File: src/design/i2cram_pkg.sv
`default_nettype none

package i2cram_pkg;

  localparam int unsigned CfgIdxW = 2;

  localparam logic [CfgIdxW-1:0] CFG_DEVICE_ADDRESS    = 2'd0;
  localparam logic [CfgIdxW-1:0] CFG_HALF_BIT_TICKS    = 2'd1;
  localparam logic [CfgIdxW-1:0] CFG_ACK_TIMEOUT_TICKS = 2'd2;
  localparam logic [CfgIdxW-1:0] CFG_READ_WAIT_TICKS   = 2'd3;

  localparam logic [6:0] DEV_ADDR_RST    = 7'd116;
  localparam logic [7:0] HALF_TICKS_RST  = 8'd10;
  localparam logic [7:0] ACK_TIMEOUT_RST = 8'd250;
  localparam logic [7:0] READ_WAIT_RST   = 8'd50;

  localparam logic [1:0] CMD_TICK  = 2'd0;
  localparam logic [1:0] CMD_WRITE = 2'd1;
  localparam logic [1:0] CMD_READ  = 2'd2;

  typedef enum logic [1:0] {
    KIND_TICK,
    KIND_WRITE,
    KIND_READ
  } kind_e;

  typedef struct packed {
    logic [6:0] dev_addr;
    logic [7:0] half_ticks;
    logic [7:0] ack_timeout;
    logic [7:0] read_wait;
  } cfg_t;

  typedef struct packed {
    kind_e      kind;
    logic [7:0] reg_idx;
    logic [7:0] wdata;
    logic       sda;
  } entry_t;

  typedef struct packed {
    logic       scl;
    logic       sda;
    logic       drv;
    logic       busy;
    logic       done;
    logic       aerr;
    logic [7:0] rdata;
  } result_t;

endpackage

`default_nettype wire

File: src/design/i2cram_front.sv
`default_nettype none

module i2cram_front import i2cram_pkg::*; (
  input  wire logic        clk_i,
  input  wire logic        rst_ni,
  input  wire logic        s_axis_tvalid,
  output logic             s_axis_tready,
  // register_index [7:0], write_data [15:8], sda_in [16]
  input  wire logic [23:0] s_axis_tdata,
  // cmd [1:0]
  input  wire logic [1:0]  s_axis_tuser,
  output logic             q_valid_o,
  input  wire logic        q_ready_i,
  output entry_t           q_entry_o
);

  entry_t     mem_q [2];
  logic       wr_ptr_q, wr_ptr_d;
  logic       rd_ptr_q, rd_ptr_d;
  logic [1:0] cnt_q, cnt_d;
  logic       push, pop;
  entry_t     new_entry;

  always_comb begin
    case (s_axis_tuser)
      CMD_WRITE: new_entry.kind = KIND_WRITE;
      CMD_READ:  new_entry.kind = KIND_READ;
      default:   new_entry.kind = KIND_TICK;
    endcase
    new_entry.reg_idx = s_axis_tdata[7:0];
    new_entry.wdata   = s_axis_tdata[15:8];
    new_entry.sda     = s_axis_tdata[16];
  end

  assign s_axis_tready = (cnt_q != 2'd2);
  assign push          = s_axis_tvalid && s_axis_tready;
  assign q_valid_o     = (cnt_q != 2'd0);
  assign pop           = q_valid_o && q_ready_i;
  assign q_entry_o     = mem_q[rd_ptr_q];

  always_comb begin
    wr_ptr_d = push ? ~wr_ptr_q : wr_ptr_q;
    rd_ptr_d = pop ? ~rd_ptr_q : rd_ptr_q;
    cnt_d    = cnt_q;
    if (push && !pop) begin
      cnt_d = cnt_q + 2'd1;
    end else if (pop && !push) begin
      cnt_d = cnt_q - 2'd1;
    end
  end

  always_ff @(posedge clk_i or negedge rst_ni) begin
    if (!rst_ni) begin
      wr_ptr_q <= 1'b0;
      rd_ptr_q <= 1'b0;
      cnt_q    <= 2'd0;
    end else begin
      wr_ptr_q <= wr_ptr_d;
      rd_ptr_q <= rd_ptr_d;
      cnt_q    <= cnt_d;
    end
  end

  always_ff @(posedge clk_i) begin
    if (push) begin
      mem_q[wr_ptr_q] <= new_entry;
    end
  end

  a_cnt_range: assert property (@(posedge clk_i) disable iff (!rst_ni)
    cnt_q != 2'd3) else $error("queue count out of range");

  a_cnt_push: assert property (@(posedge clk_i) disable iff (!rst_ni)
    push && !pop |=> cnt_q == $past(cnt_q) + 2'd1) else $error("queue count missed a push");

  a_ptr_sync: assert property (@(posedge clk_i) disable iff (!rst_ni)
    (cnt_q == 2'd0 || cnt_q == 2'd2) |-> wr_ptr_q == rd_ptr_q)
    else $error("queue pointers disagree with count");

endmodule

`default_nettype wire

File: src/design/i2cram_back.sv
`default_nettype none

module i2cram_back import i2cram_pkg::*; (
  input  wire logic        clk_i,
  input  wire logic        rst_ni,
  input  wire cfg_t        cfg_i,
  input  wire logic        q_valid_i,
  output logic             q_ready_o,
  input  wire entry_t      q_entry_i,
  output logic             m_axis_tvalid,
  input  wire logic        m_axis_tready,
  // scl_level [0], sda_level [1], sda_drive [2], busy_res [3], ack_error [4],
  // read_data [12:5]
  output logic [15:0]      m_axis_tdata,
  output logic             m_axis_tlast
);

  typedef enum logic [3:0] {
    ST_IDLE,
    ST_START_A,
    ST_START_B,
    ST_BIT_LOW,
    ST_BIT_HIGH,
    ST_ACK_LOW,
    ST_ACK_HIGH,
    ST_WAIT,
    ST_RD_LOW,
    ST_RD_HIGH,
    ST_NACK_LOW,
    ST_NACK_HIGH,
    ST_STOP_A,
    ST_STOP_B
  } step_e;

  step_e      step_q, step_d;
  logic [7:0] phase_q, phase_d;
  logic [3:0] bitc_q, bitc_d;
  logic [7:0] shift_q, shift_d;
  logic [7:0] ackw_q, ackw_d;
  kind_e      kind_q, kind_d;
  logic [7:0] reg_q, reg_d;
  logic [7:0] data_q, data_d;
  logic [1:0] stage_q, stage_d;
  logic       err_q, err_d;
  logic [7:0] recv_q, recv_d;
  logic       out_valid_q;
  result_t    res_q, res_d;

  logic       fire;
  logic [7:0] h_eff, t_eff, w_eff;
  logic [8:0] phase_n, ackw_n;
  logic [3:0] bitc_n;
  logic       over_h, over_w;

  assign q_ready_o = !out_valid_q || m_axis_tready;
  assign fire      = q_valid_i && q_ready_o;

  assign h_eff = (cfg_i.half_ticks == 8'd0) ? 8'd1 : cfg_i.half_ticks;
  assign t_eff = (cfg_i.ack_timeout == 8'd0) ? 8'd1 : cfg_i.ack_timeout;
  assign w_eff = (cfg_i.read_wait == 8'd0) ? 8'd1 : cfg_i.read_wait;

  always_comb begin
    step_d  = step_q;
    phase_d = phase_q;
    bitc_d  = bitc_q;
    shift_d = shift_q;
    ackw_d  = ackw_q;
    kind_d  = kind_q;
    reg_d   = reg_q;
    data_d  = data_q;
    stage_d = stage_q;
    err_d   = err_q;
    recv_d  = recv_q;
    res_d   = '0;

    if (step_q == ST_IDLE && q_entry_i.kind != KIND_TICK) begin
      kind_d  = q_entry_i.kind;
      reg_d   = q_entry_i.reg_idx;
      data_d  = q_entry_i.wdata;
      stage_d = 2'd0;
      err_d   = 1'b0;
      shift_d = {cfg_i.dev_addr, 1'b0};
      phase_d = 8'd0;
      bitc_d  = 4'd0;
      ackw_d  = 8'd0;
      step_d  = ST_START_A;
    end
    res_d.busy = (step_d != ST_IDLE);

    phase_n = {1'b0, phase_d} + 9'd1;
    over_h  = phase_n >= {1'b0, h_eff};
    over_w  = phase_n >= {1'b0, w_eff};
    bitc_n  = bitc_d + 4'd1;
    ackw_n  = {1'b0, ackw_d} + 9'd1;

    case (step_d)
      ST_START_A: begin
        {res_d.scl, res_d.sda, res_d.drv} = 3'b111;
        if (over_h) begin
          phase_d = 8'd0;
          step_d  = ST_START_B;
        end else begin
          phase_d = phase_n[7:0];
        end
      end
      ST_START_B: begin
        {res_d.scl, res_d.sda, res_d.drv} = 3'b101;
        if (over_h) begin
          phase_d = 8'd0;
          bitc_d  = 4'd0;
          step_d  = ST_BIT_LOW;
        end else begin
          phase_d = phase_n[7:0];
        end
      end
      ST_BIT_LOW: begin
        {res_d.scl, res_d.sda, res_d.drv} = {1'b0, shift_d[7], 1'b1};
        if (over_h) begin
          phase_d = 8'd0;
          step_d  = ST_BIT_HIGH;
        end else begin
          phase_d = phase_n[7:0];
        end
      end
      ST_BIT_HIGH: begin
        {res_d.scl, res_d.sda, res_d.drv} = {1'b1, shift_d[7], 1'b1};
        if (over_h) begin
          phase_d = 8'd0;
          if (bitc_n >= 4'd8) begin
            bitc_d = 4'd0;
            ackw_d = 8'd0;
            step_d = ST_ACK_LOW;
          end else begin
            bitc_d  = bitc_n;
            shift_d = {shift_d[6:0], 1'b0};
            step_d  = ST_BIT_LOW;
          end
        end else begin
          phase_d = phase_n[7:0];
        end
      end
      ST_ACK_LOW: begin
        {res_d.scl, res_d.sda, res_d.drv} = 3'b010;
        if (over_h) begin
          phase_d = 8'd0;
          ackw_d  = 8'd0;
          step_d  = ST_ACK_HIGH;
        end else begin
          phase_d = phase_n[7:0];
        end
      end
      ST_ACK_HIGH: begin
        {res_d.scl, res_d.sda, res_d.drv} = 3'b110;
        if (!q_entry_i.sda) begin
          phase_d = 8'd0;
          bitc_d  = 4'd0;
          if (stage_d == 2'd0) begin
            stage_d = 2'd1;
            shift_d = reg_d;
            step_d  = ST_BIT_LOW;
          end else if (stage_d == 2'd1) begin
            stage_d = 2'd2;
            if (kind_d == KIND_WRITE) begin
              shift_d = data_d;
              step_d  = ST_BIT_LOW;
            end else begin
              shift_d = {cfg_i.dev_addr, 1'b1};
              step_d  = ST_START_A;
            end
          end else begin
            if (kind_d == KIND_WRITE) begin
              step_d = ST_STOP_A;
            end else begin
              shift_d = 8'd0;
              step_d  = (cfg_i.read_wait == 8'd0) ? ST_RD_LOW : ST_WAIT;
            end
          end
        end else if (ackw_n >= {1'b0, t_eff}) begin
          ackw_d  = 8'd0;
          err_d   = 1'b1;
          phase_d = 8'd0;
          step_d  = ST_STOP_A;
        end else begin
          ackw_d = ackw_n[7:0];
        end
      end
      ST_WAIT: begin
        {res_d.scl, res_d.sda, res_d.drv} = 3'b010;
        if (over_w) begin
          phase_d = 8'd0;
          bitc_d  = 4'd0;
          step_d  = ST_RD_LOW;
        end else begin
          phase_d = phase_n[7:0];
        end
      end
      ST_RD_LOW: begin
        {res_d.scl, res_d.sda, res_d.drv} = 3'b010;
        if (over_h) begin
          phase_d = 8'd0;
          step_d  = ST_RD_HIGH;
        end else begin
          phase_d = phase_n[7:0];
        end
      end
      ST_RD_HIGH: begin
        {res_d.scl, res_d.sda, res_d.drv} = 3'b110;
        if (over_h) begin
          phase_d = 8'd0;
          shift_d = {shift_d[6:0], q_entry_i.sda};
          if (bitc_n >= 4'd8) begin
            bitc_d = 4'd0;
            step_d = ST_NACK_LOW;
          end else begin
            bitc_d = bitc_n;
            step_d = ST_RD_LOW;
          end
        end else begin
          phase_d = phase_n[7:0];
        end
      end
      ST_NACK_LOW: begin
        {res_d.scl, res_d.sda, res_d.drv} = 3'b011;
        if (over_h) begin
          phase_d = 8'd0;
          step_d  = ST_NACK_HIGH;
        end else begin
          phase_d = phase_n[7:0];
        end
      end
      ST_NACK_HIGH: begin
        {res_d.scl, res_d.sda, res_d.drv} = 3'b111;
        if (over_h) begin
          phase_d = 8'd0;
          step_d  = ST_STOP_A;
        end else begin
          phase_d = phase_n[7:0];
        end
      end
      ST_STOP_A: begin
        {res_d.scl, res_d.sda, res_d.drv} = 3'b001;
        if (over_h) begin
          phase_d = 8'd0;
          step_d  = ST_STOP_B;
        end else begin
          phase_d = phase_n[7:0];
        end
      end
      ST_STOP_B: begin
        {res_d.scl, res_d.sda, res_d.drv} = 3'b111;
        if (over_h) begin
          phase_d    = 8'd0;
          res_d.done = 1'b1;
          res_d.aerr = err_d;
          if (kind_d == KIND_READ && !err_d) begin
            recv_d = shift_d;
          end
          step_d = ST_IDLE;
        end else begin
          phase_d = phase_n[7:0];
        end
      end
      default: begin
        {res_d.scl, res_d.sda, res_d.drv} = 3'b111;
        step_d = ST_IDLE;
      end
    endcase

    if (!res_d.drv) begin
      res_d.sda = 1'b1;
    end
    res_d.rdata = recv_d;
  end

  always_ff @(posedge clk_i or negedge rst_ni) begin
    if (!rst_ni) begin
      step_q      <= ST_IDLE;
      phase_q     <= 8'd0;
      bitc_q      <= 4'd0;
      shift_q     <= 8'd0;
      ackw_q      <= 8'd0;
      kind_q      <= KIND_TICK;
      reg_q       <= 8'd0;
      data_q      <= 8'd0;
      stage_q     <= 2'd0;
      err_q       <= 1'b0;
      recv_q      <= 8'd0;
      out_valid_q <= 1'b0;
      res_q       <= '0;
    end else begin
      if (fire) begin
        step_q  <= step_d;
        phase_q <= phase_d;
        bitc_q  <= bitc_d;
        shift_q <= shift_d;
        ackw_q  <= ackw_d;
        kind_q  <= kind_d;
        reg_q   <= reg_d;
        data_q  <= data_d;
        stage_q <= stage_d;
        err_q   <= err_d;
        recv_q  <= recv_d;
        res_q   <= res_d;
      end
      if (q_ready_o) begin
        out_valid_q <= q_valid_i;
      end
    end
  end

  assign m_axis_tvalid = out_valid_q;
  assign m_axis_tlast  = res_q.done;
  assign m_axis_tdata  = {3'b000, res_q.rdata, res_q.aerr, res_q.busy,
                          res_q.drv, res_q.sda, res_q.scl};

  a_done_busy: assert property (@(posedge clk_i) disable iff (!rst_ni)
    out_valid_q && res_q.done |-> res_q.busy) else $error("done outside a transaction");

  a_err_done: assert property (@(posedge clk_i) disable iff (!rst_ni)
    out_valid_q && res_q.aerr |-> res_q.done) else $error("ack error without done");

  a_ack_bitc: assert property (@(posedge clk_i) disable iff (!rst_ni)
    (step_q == ST_ACK_LOW || step_q == ST_ACK_HIGH) |-> bitc_q == 4'd0)
    else $error("bit counter not cleared in ack phase");

  a_idle_lines: assert property (@(posedge clk_i) disable iff (!rst_ni)
    out_valid_q && !res_q.busy |-> res_q.scl && res_q.sda && res_q.drv)
    else $error("bus lines not released while idle");

endmodule

`default_nettype wire

File: src/design/i2c_register_access_master_core.sv
`default_nettype none

// I2C master for single register writes and reads. Every input word is one
// bus timing tick carrying the sampled SDA level and, while no transaction
// runs, an optional command on tuser (1 write, 2 read, other codes tick only).
// Every input word yields exactly one output word with the SCL/SDA levels,
// the SDA drive enable, busy, ack_error, the last read byte, and tlast on the
// final tick of a transaction. Unless the output stalls, the block takes one
// word per clock cycle: the front end classifies commands into a two-entry
// queue, the sequencer retires one queue entry per cycle into an output
// register, and the only loop is the sequencer state update. Configuration
// registers are written through the cfg port; the user must do so only while
// no transaction is in flight, as the block itself does not enforce this.

module i2c_register_access_master_core import i2cram_pkg::*; (
  input  wire logic               clk_i,
  input  wire logic               rst_ni,
  input  wire logic               cfg_we_i,
  input  wire logic [CfgIdxW-1:0] cfg_addr_i,
  input  wire logic [7:0]         cfg_wdata_i,
  input  wire logic               s_axis_tvalid,
  output logic                    s_axis_tready,
  // register_index [7:0], write_data [15:8], sda_in [16]
  input  wire logic [23:0]        s_axis_tdata,
  // cmd [1:0]
  input  wire logic [1:0]         s_axis_tuser,
  output logic                    m_axis_tvalid,
  input  wire logic               m_axis_tready,
  // scl_level [0], sda_level [1], sda_drive [2], busy_res [3], ack_error [4],
  // read_data [12:5]
  output logic [15:0]             m_axis_tdata,
  output logic                    m_axis_tlast
);

  cfg_t   cfg_q;
  logic   q_valid, q_ready;
  entry_t q_entry;

  always_ff @(posedge clk_i or negedge rst_ni) begin
    if (!rst_ni) begin
      cfg_q.dev_addr    <= DEV_ADDR_RST;
      cfg_q.half_ticks  <= HALF_TICKS_RST;
      cfg_q.ack_timeout <= ACK_TIMEOUT_RST;
      cfg_q.read_wait   <= READ_WAIT_RST;
    end else if (cfg_we_i) begin
      case (cfg_addr_i)
        CFG_DEVICE_ADDRESS:    cfg_q.dev_addr    <= cfg_wdata_i[6:0];
        CFG_HALF_BIT_TICKS:    cfg_q.half_ticks  <= cfg_wdata_i;
        CFG_ACK_TIMEOUT_TICKS: cfg_q.ack_timeout <= cfg_wdata_i;
        CFG_READ_WAIT_TICKS:   cfg_q.read_wait   <= cfg_wdata_i;
        default: ;
      endcase
    end
  end

  i2cram_front u_front (
    .clk_i         (clk_i),
    .rst_ni        (rst_ni),
    .s_axis_tvalid (s_axis_tvalid),
    .s_axis_tready (s_axis_tready),
    .s_axis_tdata  (s_axis_tdata),
    .s_axis_tuser  (s_axis_tuser),
    .q_valid_o     (q_valid),
    .q_ready_i     (q_ready),
    .q_entry_o     (q_entry)
  );

  i2cram_back u_back (
    .clk_i         (clk_i),
    .rst_ni        (rst_ni),
    .cfg_i         (cfg_q),
    .q_valid_i     (q_valid),
    .q_ready_o     (q_ready),
    .q_entry_i     (q_entry),
    .m_axis_tvalid (m_axis_tvalid),
    .m_axis_tready (m_axis_tready),
    .m_axis_tdata  (m_axis_tdata),
    .m_axis_tlast  (m_axis_tlast)
  );

endmodule

`default_nettype wire

File: config.mk
export PLATFORM = sky130hd
export DESIGN_NAME = i2c_register_access_master_core
export DESIGN_NICKNAME = d
export VERILOG_FILES = /design/src/design/i2cram_pkg.sv /design/src/design/i2cram_front.sv /design/src/design/i2cram_back.sv /design/src/design/i2c_register_access_master_core.sv
export SDC_FILE = /design/constraint.sdc
export NUM_CORES = 1
export LEC_CHECK = 0
export ABC_CLOCK_PERIOD_IN_PS = 6900
export BUFFER_PORTS_ARGS = -buffer_cell sky130_fd_sc_hd__buf_2
export CAP_MARGIN = 20
export CORE_UTILIZATION = 25
export CTS_CLUSTER_SIZE = 10
export DETAILED_ROUTE_END_ITERATION = 8
export HOLD_SLACK_MARGIN = 0.08
export PLACE_DENSITY_LB_ADDON = 0.15
export RECOVER_POWER = 50
export SLEW_MARGIN = 20
export SYNTH_ARGS = -nofsm -noshare
export SYNTH_HDL_FRONTEND = slang
export SYNTH_SLANG_ARGS = --single-unit
File: constraint.sdc
create_clock -name clk_i -period 6.9 [get_ports clk_i]
set_input_delay 0.345 -clock clk_i [delete_from_list [all_inputs] [get_ports clk_i]]
set_output_delay 0.345 -clock clk_i [all_outputs]
set_load 0.05 [all_outputs]
==> results of run 1 <==
[logic make-up after synthesis]
logic type,after synthesis,synth area share
compound gates,205,0.175
xor+xnor,17,0.0191
mux,70,0.0958
fa+ha+maj,31,0.0497
buf+inv,78,0.0439
flops,141,0.479
other cells,1,0.000480
simple gates,216,0.137
[synthesized netlist by cell type, drive strengths merged, types with 4 or more instances]
library cell,n
a22o,4
and3,7
ha,31
or3,5
o31ai,16
nor4,6
buf,21
a31oi,11
and2,12
xnor2,11
nand2b,9
mux2,35
dfstp,15
a21o,8
o211ai,13
a21oi,46
o21ai,55
o21a,4
o32a,6
a32o,4
dfrtp,88
nand3,14
a211oi,7
nor2b,5
nor2,54
nand2,76
edfxtp,38
a32oi,4
mux2i,35
inv,39
clkbuf,17
nor3b,4
nor3,10
xor2,6
[path summary, 6_finish.rpt]
path,startpoint,end,slack (ps),cells past startpoint
min,s_axis_tdata[2],u_front.mem_q[0][11],110,1
max reg2reg,u_front.rd_ptr_q,u_back.ackw_q[2],1240,18
min in group asynchronous,rst_ni,u_back.phase_q[5],1300,1
max in group asynchronous,rst_ni,u_back.shift_q[5],2180,2
min reg2reg,u_back.m_axis_tdata[3],u_back.m_axis_tdata[3],480,2
max,u_front.rd_ptr_q,u_back.ackw_q[2],1240,18
[worst max-delay path: stages (launching register included)]
cell      delay (ps)
dfrtp_1          320
buf_4            340
nor3b_1          690
or3_4            370
and2_1           240
ha_1             270
nand3_1          210
or2_2            380
xnor2_1          150
nor2_1           100
ha_1             350
and3_1           190
and3_1           160
a221oi_1          80
buf_4            170
a31oi_2          580
a211oi_1         190
or3_1            470
a22o_1           270
[power groups by stage]
stage,clock (mW),combinational [mW],sequential [mW]
after floorplan,0,1.07,1.26
after global placement,0,1.49,1.25
after detailed placement,0,1.50,1.25
after CTS,1.04,1.51,1.24
after global routing,1.08,1.67,1.27
final,1.01,1.48,1.24
[metal layers]
| metal | up-vias | GRT usage |
|---|---|---|
| li1 | 2867 | - |
| met1 | 2805 | 0.182 |
| met2 | 80 | 0.217 |
| met3 | 17 | 0.0274 |
| met4 | 0 | 0.0395 |
| met5 | - | 0 |
[cell type report]
class | count | area [sq um] | share of cell area
Tap cell | 396 | 495 | 0.0543
Clock inverter | 15 | 225 | 0.0247
Sequential cell | 141 | 3740 | 0.410
Multi-Input combinational cell | 542 | 3740 | 0.410
Inverter | 40 | 150 | 0.0165
Timing Repair Buffer | 64 | 349 | 0.0383
Clock buffer | 17 | 425 | 0.0466
[state kept, by name (all words and copies together) (netlist names)]
| name | count |
|---|---|
| cfg_q | 31 |
| u_back.m_axis_tdata | 5 |
| u_back.m_axis_tlast | 1 |
| u_back.recv_q | 8 |
| u_front.cnt_q | 2 |
| u_back.ackw_q | 8 |
| u_front.wr_ptr_q | 1 |
| u_back.phase_q | 8 |
| u_front.rd_ptr_q | 1 |
| u_back.bitc_q | 4 |
| u_front.mem_q | 38 |
| u_back.err_q | 1 |
| u_back.shift_q | 8 |
| u_back.kind_q | 2 |
| u_back.step_q | 4 |
| u_back.m_axis_tvalid | 1 |
| u_back.stage_q | 2 |
| u_back.reg_q | 8 |
| u_back.data_q | 8 |
[repair_timing]
action | in CTS | in global routing
hold buffers | 1 | 1
resized for setup | 0 | 0
hold endpoints to repair | 2 | 2
==> results.cfg, run 1 <==
[routing]
met2_length_mm = 9.39
met1_length_mm = 10.1
detailedRoute.firstIterationViolations = 343
drc = 0
route.vias.total = 5769
avgRoutedWirePerCell_microns = 16.7
ant_nets = 0
detail_route.vias_per_cell = 4.75
route.final.wire_length_mm = 20.3
firstDrtPassIters = 5
met3WireLength_microns = 522
topRoutingLayerUsed = met4

[final_layout]
final_util = 0.297
antennaDiodeCount = 0
mostFrequentLayoutCell = dfrtp_1
n_fill_cell = 3194
finalInstanceArea_sq_um = 9120
post_layout_net_count = 878
layout.cells.most_common_list = dfrtp_1, nand2_1, nor2_1, o21ai_0, a21oi_1
drive_gt1_frac = 0.181
finalNonFillerCells = 1215
area.growth.synth_to_final_pct = 16.8

[place]
final_estimated_routing_congestion_in_global_placement = 0.754
port-buffer-count = 49
post-place-cells = 1181
dpl_cell_area_sq_um = 8470
dp_hpwl_mm = 14.2
pre_cts_slack_ps = 1300

[clock_network]
clk-insertion-delay-late_ps = 430
cts_made_buffers = 17
htreeDepth = 4
tritoncts = done
clk_pin_slew_worst_paths_ps = 60
clockRootBuffer = clkbuf_16
setup_fix_buffers_added_after_clock_tree_synthesis = 0
clk_path_buf_depth = 2
clkSinkCount = 141

[sta]
achievable-frequency_mhz = 177
setup_viol = 0
setup_ws_ps = 1240
timing.max_slew.rel_slack = -1.66
timing.final.hold_violations = 0
fin_crit_sh = 0.820
timing.final.crit_period_ps = 5660
holdWs_ps = 106
setup_total_negative_slack_ps = 0
final.setup_skew_ps = 10.1
rsz0062_at_grt = no
timing_worst_slew_pin_value_ps = 3990
timing_max_transition_violations_final = 106

[critical_path]
ws_path_type = reg -> reg
crit_path_end_kind = flip-flop
worst_ep_required_time_ps = 7210
cp-start-kind = flip-flop
timing.critical_path.fanout_max = 23
critPathArrivalTime_ps = 5970

[die]
rows = 64
die_area_sq_um = 31900
top_level_ports = 60
initial_utilization = 0.255
die_y_microns = 179
fp.coreArea_sq_um = 30700
dieWidth_microns = 179

[yosys]
synth_top_area_share = 0.282
post-synth-top-area-cell = dfrtp_1
synth_enable_flop_cells = 38
syn-cell-area_sq_um = 7810
post_synth_num_cell_types = 76
gate_count_post_synth = 759
postSynth.topFlopCell = dfrtp_1
yosys-top-cells-area = dfrtp_1, edfxtp_1, dfstp_2
ys.warnings.count = 0
synth-seq-cells = 141
avgSynthCellArea_sq_um = 10.3
async_reset_ff_frac = 0.730
yosysSeqAreaShare = 0.479

[grt]
aggregate_global_routing_overflow = 0
pin_count_of_the_biggest_net_entering_global_routing = 68
globalRouteTotalUtil = 0.135
number_of_antenna_violations_at_the_first_check_in_global_routing = 0
grt_first_pass_wirelength_mm = 32.7
first_global_vias = 5792

[hold_path]
hold_path.class = in -> reg

[pwr]
total_leakage_power_nw = 3.72
worst_ir_drop_vdd_uv = 177
relative_contribution_of_sequential_cells_to_total_power = 0.333
totalPowerFinal_mw = 3.73
power_per_cell_area_nw_per_um2 = 409
p_switching_mw = 1.47
clock_network_fraction_of_design_power = 0.271
power_switching_share = 0.394
internal_power_mw = 2.26
combPwrFrac = 0.396

[outcome]
status = finished, violations left
failed_checks = capacitance limit, slew limit

[flow_run]
max-cap-violations = 2
No activity file was read; power rests on OpenSTA's default activity.
==> run 2, diff against run 1 <==
--- a/config.mk
+++ b/config.mk
@@ -5,7 +5,7 @@
 export SDC_FILE = /design/constraint.sdc
 export NUM_CORES = 1
 export LEC_CHECK = 0
-export ABC_CLOCK_PERIOD_IN_PS = 6900
+export ABC_CLOCK_PERIOD_IN_PS = 4900
 export BUFFER_PORTS_ARGS = -buffer_cell sky130_fd_sc_hd__buf_2
 export CAP_MARGIN = 20
 export CORE_UTILIZATION = 25
==> constraint.sdc (replaced) <==
create_clock -name clk_i -period 4.9 [get_ports clk_i]
set_input_delay 0.245 -clock clk_i [delete_from_list [all_inputs] [get_ports clk_i]]
set_output_delay 0.245 -clock clk_i [all_outputs]
set_load 0.05 [all_outputs]
==> results.cfg, run 2 (same netlist as run 1, synthesis figures left out) <==
[outcome]
status = finished, violations left
failed_checks = capacitance limit, slew limit

[routing]
topRoutingLayerUsed = met4
avgRoutedWirePerCell_microns = 16.5
ant_nets = 0
met3WireLength_microns = 570
detail_route.vias_per_cell = 4.74
drc = 0
route.vias.total = 5891
firstDrtPassIters = 8
detailedRoute.firstIterationViolations = 411
route.final.wire_length_mm = 20.4
met1_length_mm = 10.0
met2_length_mm = 9.57

[sta]
timing.final.hold_violations = 0
fin_crit_sh = 0.942
timing_max_transition_violations_final = 61
final.setup_skew_ps = 13.8
rsz0062_at_grt = no
holdWs_ps = 94.1
achievable-frequency_mhz = 217
setup_viol = 0
setup_total_negative_slack_ps = 0
timing.max_slew.rel_slack = -1.37
timing.final.crit_period_ps = 4610
timing_worst_slew_pin_value_ps = 3550

[hold_path]
timing.hold.worst_endpoint = u_back.m_axis_tvalid
timing.hold.worst_path_depth = 3
hold_path.class = in -> reg
worstHoldStart = m_axis_tready

[place]
dp_hpwl_mm = 14.6
dpl_cell_area_sq_um = 8560
port-buffer-count = 49
final_estimated_routing_congestion_in_global_placement = 0.746

[grt]
grt_first_pass_wirelength_mm = 32.8
first_global_vias = 5724
aggregate_global_routing_overflow = 0
number_of_antenna_violations_at_the_first_check_in_global_routing = 0
pin_count_of_the_biggest_net_entering_global_routing = 61
globalRouteTotalUtil = 0.135

[clock_network]
clockRootBuffer = clkbuf_16
clk_pin_slew_worst_paths_ps = 70
clkSinkCount = 141
tritoncts = done
clk-insertion-delay-late_ps = 430
htreeDepth = 4
setup_fix_buffers_added_after_clock_tree_synthesis = 0
clk_path_buf_depth = 2
cts_made_buffers = 17

[final_layout]
antennaDiodeCount = 0
biggestRegsByFlops = u_front.mem_q x38, cfg_q x31
layout.cells.most_common_list = dfrtp_1, nand2_1, nor2_1, o21ai_0, a21oi_1
post_layout_net_count = 906
mostFrequentLayoutCell = dfrtp_1
area.growth.synth_to_final_pct = 19.4
drive_gt1_frac = 0.175
registers.top_by_ff_count = u_front.mem_q
largest_register_ff_count = 38
finalInstanceArea_sq_um = 9320

[pwr]
relative_contribution_of_sequential_cells_to_total_power = 0.330
p_switching_mw = 2.14
clock_network_fraction_of_design_power = 0.257
power_switching_share = 0.409
combPwrFrac = 0.413
power_per_cell_area_nw_per_um2 = 561
totalPowerFinal_mw = 5.23
internal_power_mw = 3.09
worst_ir_drop_vdd_uv = 218
total_leakage_power_nw = 3.79

[die]
fp.coreArea_sq_um = 30700
top_level_ports = 60
die_area_sq_um = 31900
initial_utilization = 0.255
rows = 64
die_y_microns = 179
dieWidth_microns = 179

[critical_path]
cp-start-kind = flip-flop
critical_path.cell_chain = or4_4 -> or3_4 -> and2_1 -> ha_1 -> nand3_2 -> or2_2 -> xnor2_1 -> nor2_1 -> ha_1 -> and3_1 -> and3_1 -> a221oi_2 -> buf_4 -> a31oi_2 -> a211oi_1 -> or3_1 -> a22o_1
critical_path.reg2reg.endpoint = u_back.ackw_q[0]
reg2regPathDepth = 17
worst_setup_path_startpoint = u_back.step_q[2]
reg2reg_from = u_back.step_q[2]
cpLargestDelayFamily = simple AND/OR/NAND/NOR gates
ws_path_type = reg -> reg
crit_path_end_kind = flip-flop
critPathMaxStageDelay_ps = 540
timing.critical_path.fanout_max = 11
critical-path-slowest-cell = or4_4
critPathArrivalTime_ps = 4920
critical_path_buf_inv_count = 1
r2r_setup_slk_ps = 290
worst_ep_required_time_ps = 5210

[flow_run]
max-cap-violations = 1
[run 2: changes by cell type in the layout (fill, tap and decap cells not counted), sizes merged]
cell | before | now
inv | 46 | 50
buf | 53 | 47
dlygate4sd3 | 2 | 18
clkbuf | 26 | 44
clkinv | 4 | 3
bufinv | 4 | 1
[run 2: power groups by stage]
| stage | Sequential (mW) | Combinational, mW | Clock (mW) |
|---|---|---|---|
| 2_1_floorplan | 1.77 | 1.51 | 0 |
| 3_3_place_gp | 1.75 | 2.17 | 0 |
| 3_5_place_dp | 1.75 | 2.17 | 0 |
| 4_1_cts | 1.73 | 2.19 | 1.38 |
| 5_1_grt | 1.77 | 2.45 | 1.43 |
| 6_report | 1.73 | 2.16 | 1.34 |
[run 2: worst max path at each step]
stage	to	slack (ps)	cells past startpoint
global placement	u_back.ackw_q[4]	160	18
CTS	u_back.bitc_q[0]	140	17
floorplan	u_back.shift_q[2]	140	19
finish	u_back.ackw_q[0]	290	17
detailed placement	u_back.bitc_q[0]	170	17
global route	u_back.ackw_q[0]	20	17
[run 2: per-stage QoR]
| stage | util | std cells | setup WS [ps] |
|---|---|---|---|
| 3_3_place_gp | 0.279 | 1193 | 162 |
| 2_1_floorplan | - | 761 | 139 |
| 5_1_grt | 0.304 | 1243 | 20.4 |
| 3_5_place_dp | 0.279 | 1193 | 168 |
| 4_1_cts | 0.305 | 1243 | 138 |
| 6_report | 0.304 | 1243 | 287 |
[run 2: repair_timing]
| action | CTS | global route |
|---|---|---|
| setup endpoints to repair | 0 | 22 |
| endpoints found under the hold margin | 93 | 0 |
| hold buffers | 18 | 0 |
| gates resized for setup | 0 | 3 |
[run 2: worst min-delay path, delay by kind of cell]
kind / cells / cell delay [ps]
buffers and inverters: 1 / 70
AND/OR/NAND/NOR: 2 / 180
[run 2: per-layer routing]
metal | track usage | vias up
li1 | - | 2920
met1 | 0.184 | 2845
met2 | 0.217 | 101
met3 | 0.0250 | 25
met4 | 0.0413 | 0
met5 | 0 | -
[run 2: layout make-up]
cell class / count / area, sq um
inverters: 40 / 150
clock buffers: 17 / 425
clock inverters: 15 / 181
multi-input cells: 542 / 3750
well taps: 396 / 495
fillers: 3202 / 21400
repair buffers: 92 / 577
flip-flops and latches: 141 / 3740
==> run 3, diff against run 2 <==
--- a/config.mk
+++ b/config.mk
@@ -14,6 +14,7 @@
 export HOLD_SLACK_MARGIN = 0.08
 export PLACE_DENSITY_LB_ADDON = 0.15
 export RECOVER_POWER = 50
+export REMOVE_ABC_BUFFERS = 1
 export SLEW_MARGIN = 20
 export SYNTH_ARGS = -nofsm -noshare
 export SYNTH_HDL_FRONTEND = slang
==> results.cfg, run 3 (same netlist as run 1, synthesis figures left out) <==
[final_layout]
mostFrequentLayoutCell = dfrtp_1
registers.top_by_ff_count = u_front.mem_q
biggestRegsByFlops = u_front.mem_q x38, cfg_q x31
area.growth.synth_to_final_pct = 18.7
antennaDiodeCount = 0
n_fill_cell = 3167
post_layout_net_count = 909
layout.cells.most_common_list = dfrtp_1, nand2_1, nor2_1, o21ai_0, a21oi_1
multiInputGateArea_sq_um = 3740
finalInstanceArea_sq_um = 9270
final_util = 0.302
seqCellArea_sq_um = 3740
drive_gt1_frac = 0.171
largest_register_ff_count = 38

[clock_network]
cts_made_buffers = 17
setup_fix_buffers_added_after_clock_tree_synthesis = 0
htreeDepth = 4
clkSinkCount = 141
clk_path_buf_depth = 2
clk_pin_slew_worst_paths_ps = 60
tritoncts = done
clk-insertion-delay-late_ps = 420
clockRootBuffer = clkbuf_16

[sta]
rsz0062_at_grt = no
timing.final.hold_violations = 0
setup_viol = 0
achievable-frequency_mhz = 215
fin_crit_sh = 0.949
timing.final.crit_period_ps = 4650
timing_max_transition_violations_final = 67
timing.max_slew.rel_slack = -0.949
final.setup_skew_ps = 17.0
timing_worst_slew_pin_value_ps = 2920

[die]
die_y_microns = 179
dieWidth_microns = 179
initial_utilization = 0.255
rows = 64
die_area_sq_um = 31900
fp.coreArea_sq_um = 30700
top_level_ports = 60

[critical_path]
cp-start-kind = flip-flop
crit_cells = 17
critPathArrivalTime_ps = 4950
critical_path.cell_chain = or4_4 -> or3_4 -> and2_1 -> ha_1 -> nand3_1 -> or2_2 -> xnor2_1 -> nor2_1 -> ha_1 -> and3_1 -> and3_1 -> a221oi_1 -> buf_4 -> a31oi_2 -> nand2b_1 -> nor2_1 -> o32a_1
timing.critical_path.fanout_max = 12
ws_path_type = reg -> reg
worst_ep_required_time_ps = 5200
critPathMaxStageDelay_ps = 530
critical-path-slowest-cell = or4_4
cpLargestDelayFamily = simple AND/OR/NAND/NOR gates
critical_path_buf_inv_count = 1
reg2regPathDepth = 17
crit_path_end_kind = flip-flop

[pwr]
power_per_cell_area_nw_per_um2 = 549
total_leakage_power_nw = 3.76
worst_ir_drop_vdd_uv = 171

[place]
port-buffer-count = 49
dpl_cell_area_sq_um = 8580
dp_hpwl_mm = 14.8
final_estimated_routing_congestion_in_global_placement = 0.760

[routing]
ant_nets = 0
route.final.wire_length_mm = 20.7
drc = 0
firstDrtPassIters = 4
detail_route.vias_per_cell = 4.66
detailedRoute.firstIterationViolations = 339
route.vias.total = 5801
avgRoutedWirePerCell_microns = 16.7

[flow_run]
max-cap-violations = 2

[grt]
globalRouteTotalUtil = 0.139
number_of_antenna_violations_at_the_first_check_in_global_routing = 0
first_global_vias = 5873
aggregate_global_routing_overflow = 0
grt_first_pass_wirelength_mm = 33.7
pin_count_of_the_biggest_net_entering_global_routing = 59

[outcome]
status = finished, violations left
failed_checks = capacitance limit, slew limit

[hold_path]
hold_path.class = in -> reg
timing.hold.worst_path_depth = 3
-- run 3: final timing paths --
| check | startpoint | endpoint | slack [ps] |
|---|---|---|---|
| worst max-delay path | u_back.step_q[2] | u_back.shift_q[3] | 250 |
| max in group asynchronous | rst_ni | u_back.data_q[5] | 1590 |
| worst min register to register | u_back.m_axis_tdata[2] | u_back.m_axis_tdata[2] | 460 |
| worst max register to register | u_back.step_q[2] | u_back.shift_q[3] | 250 |
| worst min-delay path | m_axis_tready | u_back.m_axis_tvalid | 110 |
| min in group asynchronous | rst_ni | cfg_q[23] | 1330 |
-- run 3: metal layers --
metal | track usage | part of all wire
met1 | 0.184 | 0.49
met4 | 0.0353 | 0.010
met3 | 0.0248 | 0.019
met2 | 0.233 | 0.48
met5 | 0 | 0
-- run 3: through the flow --
step	hold WS [ps]	total power, mW	setup slack (ps)	TNS [ps]	instances
6_report	107	5.09	252	0	1246
3_3_place_gp	339	3.92	269	0	1196
3_5_place_dp	331	3.93	240	0	1196
2_1_floorplan	-50.6	3.20	-448	-8120	723
4_1_cts	88.5	5.18	229	0	1246
5_1_grt	109	5.50	5.92	0	1246
-- run 3: worst reg2reg max path, delay by kind of cell, from the launching register on --
kind	cells	cell delay [ps]
and+or+nand+nor	10	2510
AOI/OAI and AO/OA	3	780
adders and majority gates	2	570
DFF	1	370
buffers and inverters	1	190
xor gates and xnor gates	1	110
-- run 3: repair_timing --
action	in CTS	in global routing
endpoints found under the setup margin	0	13
hold endpoints to repair	77	0
resized for setup	0	1
hold buffers	18	0
-- run 3: final cells by class --
| type | instances | area share |
|---|---|---|
| clock buffer | 18 | 0.0463 |
| clock inverter | 14 | 0.0120 |
| inverter | 40 | 0.0162 |
| multi-input combinational | 542 | 0.404 |
| sequential | 141 | 0.403 |
| tap | 396 | 0.0535 |
| timing repair buffer | 95 | 0.0647 |
-- run 3: report_power, final --
part / leakage [nW] / switching [mW] / internal (mW)
clock: 0.255 / 0.552 / 0.657
sequential: 1.54 / 0.181 / 1.55
combinational: 1.97 / 1.34 / 0.812
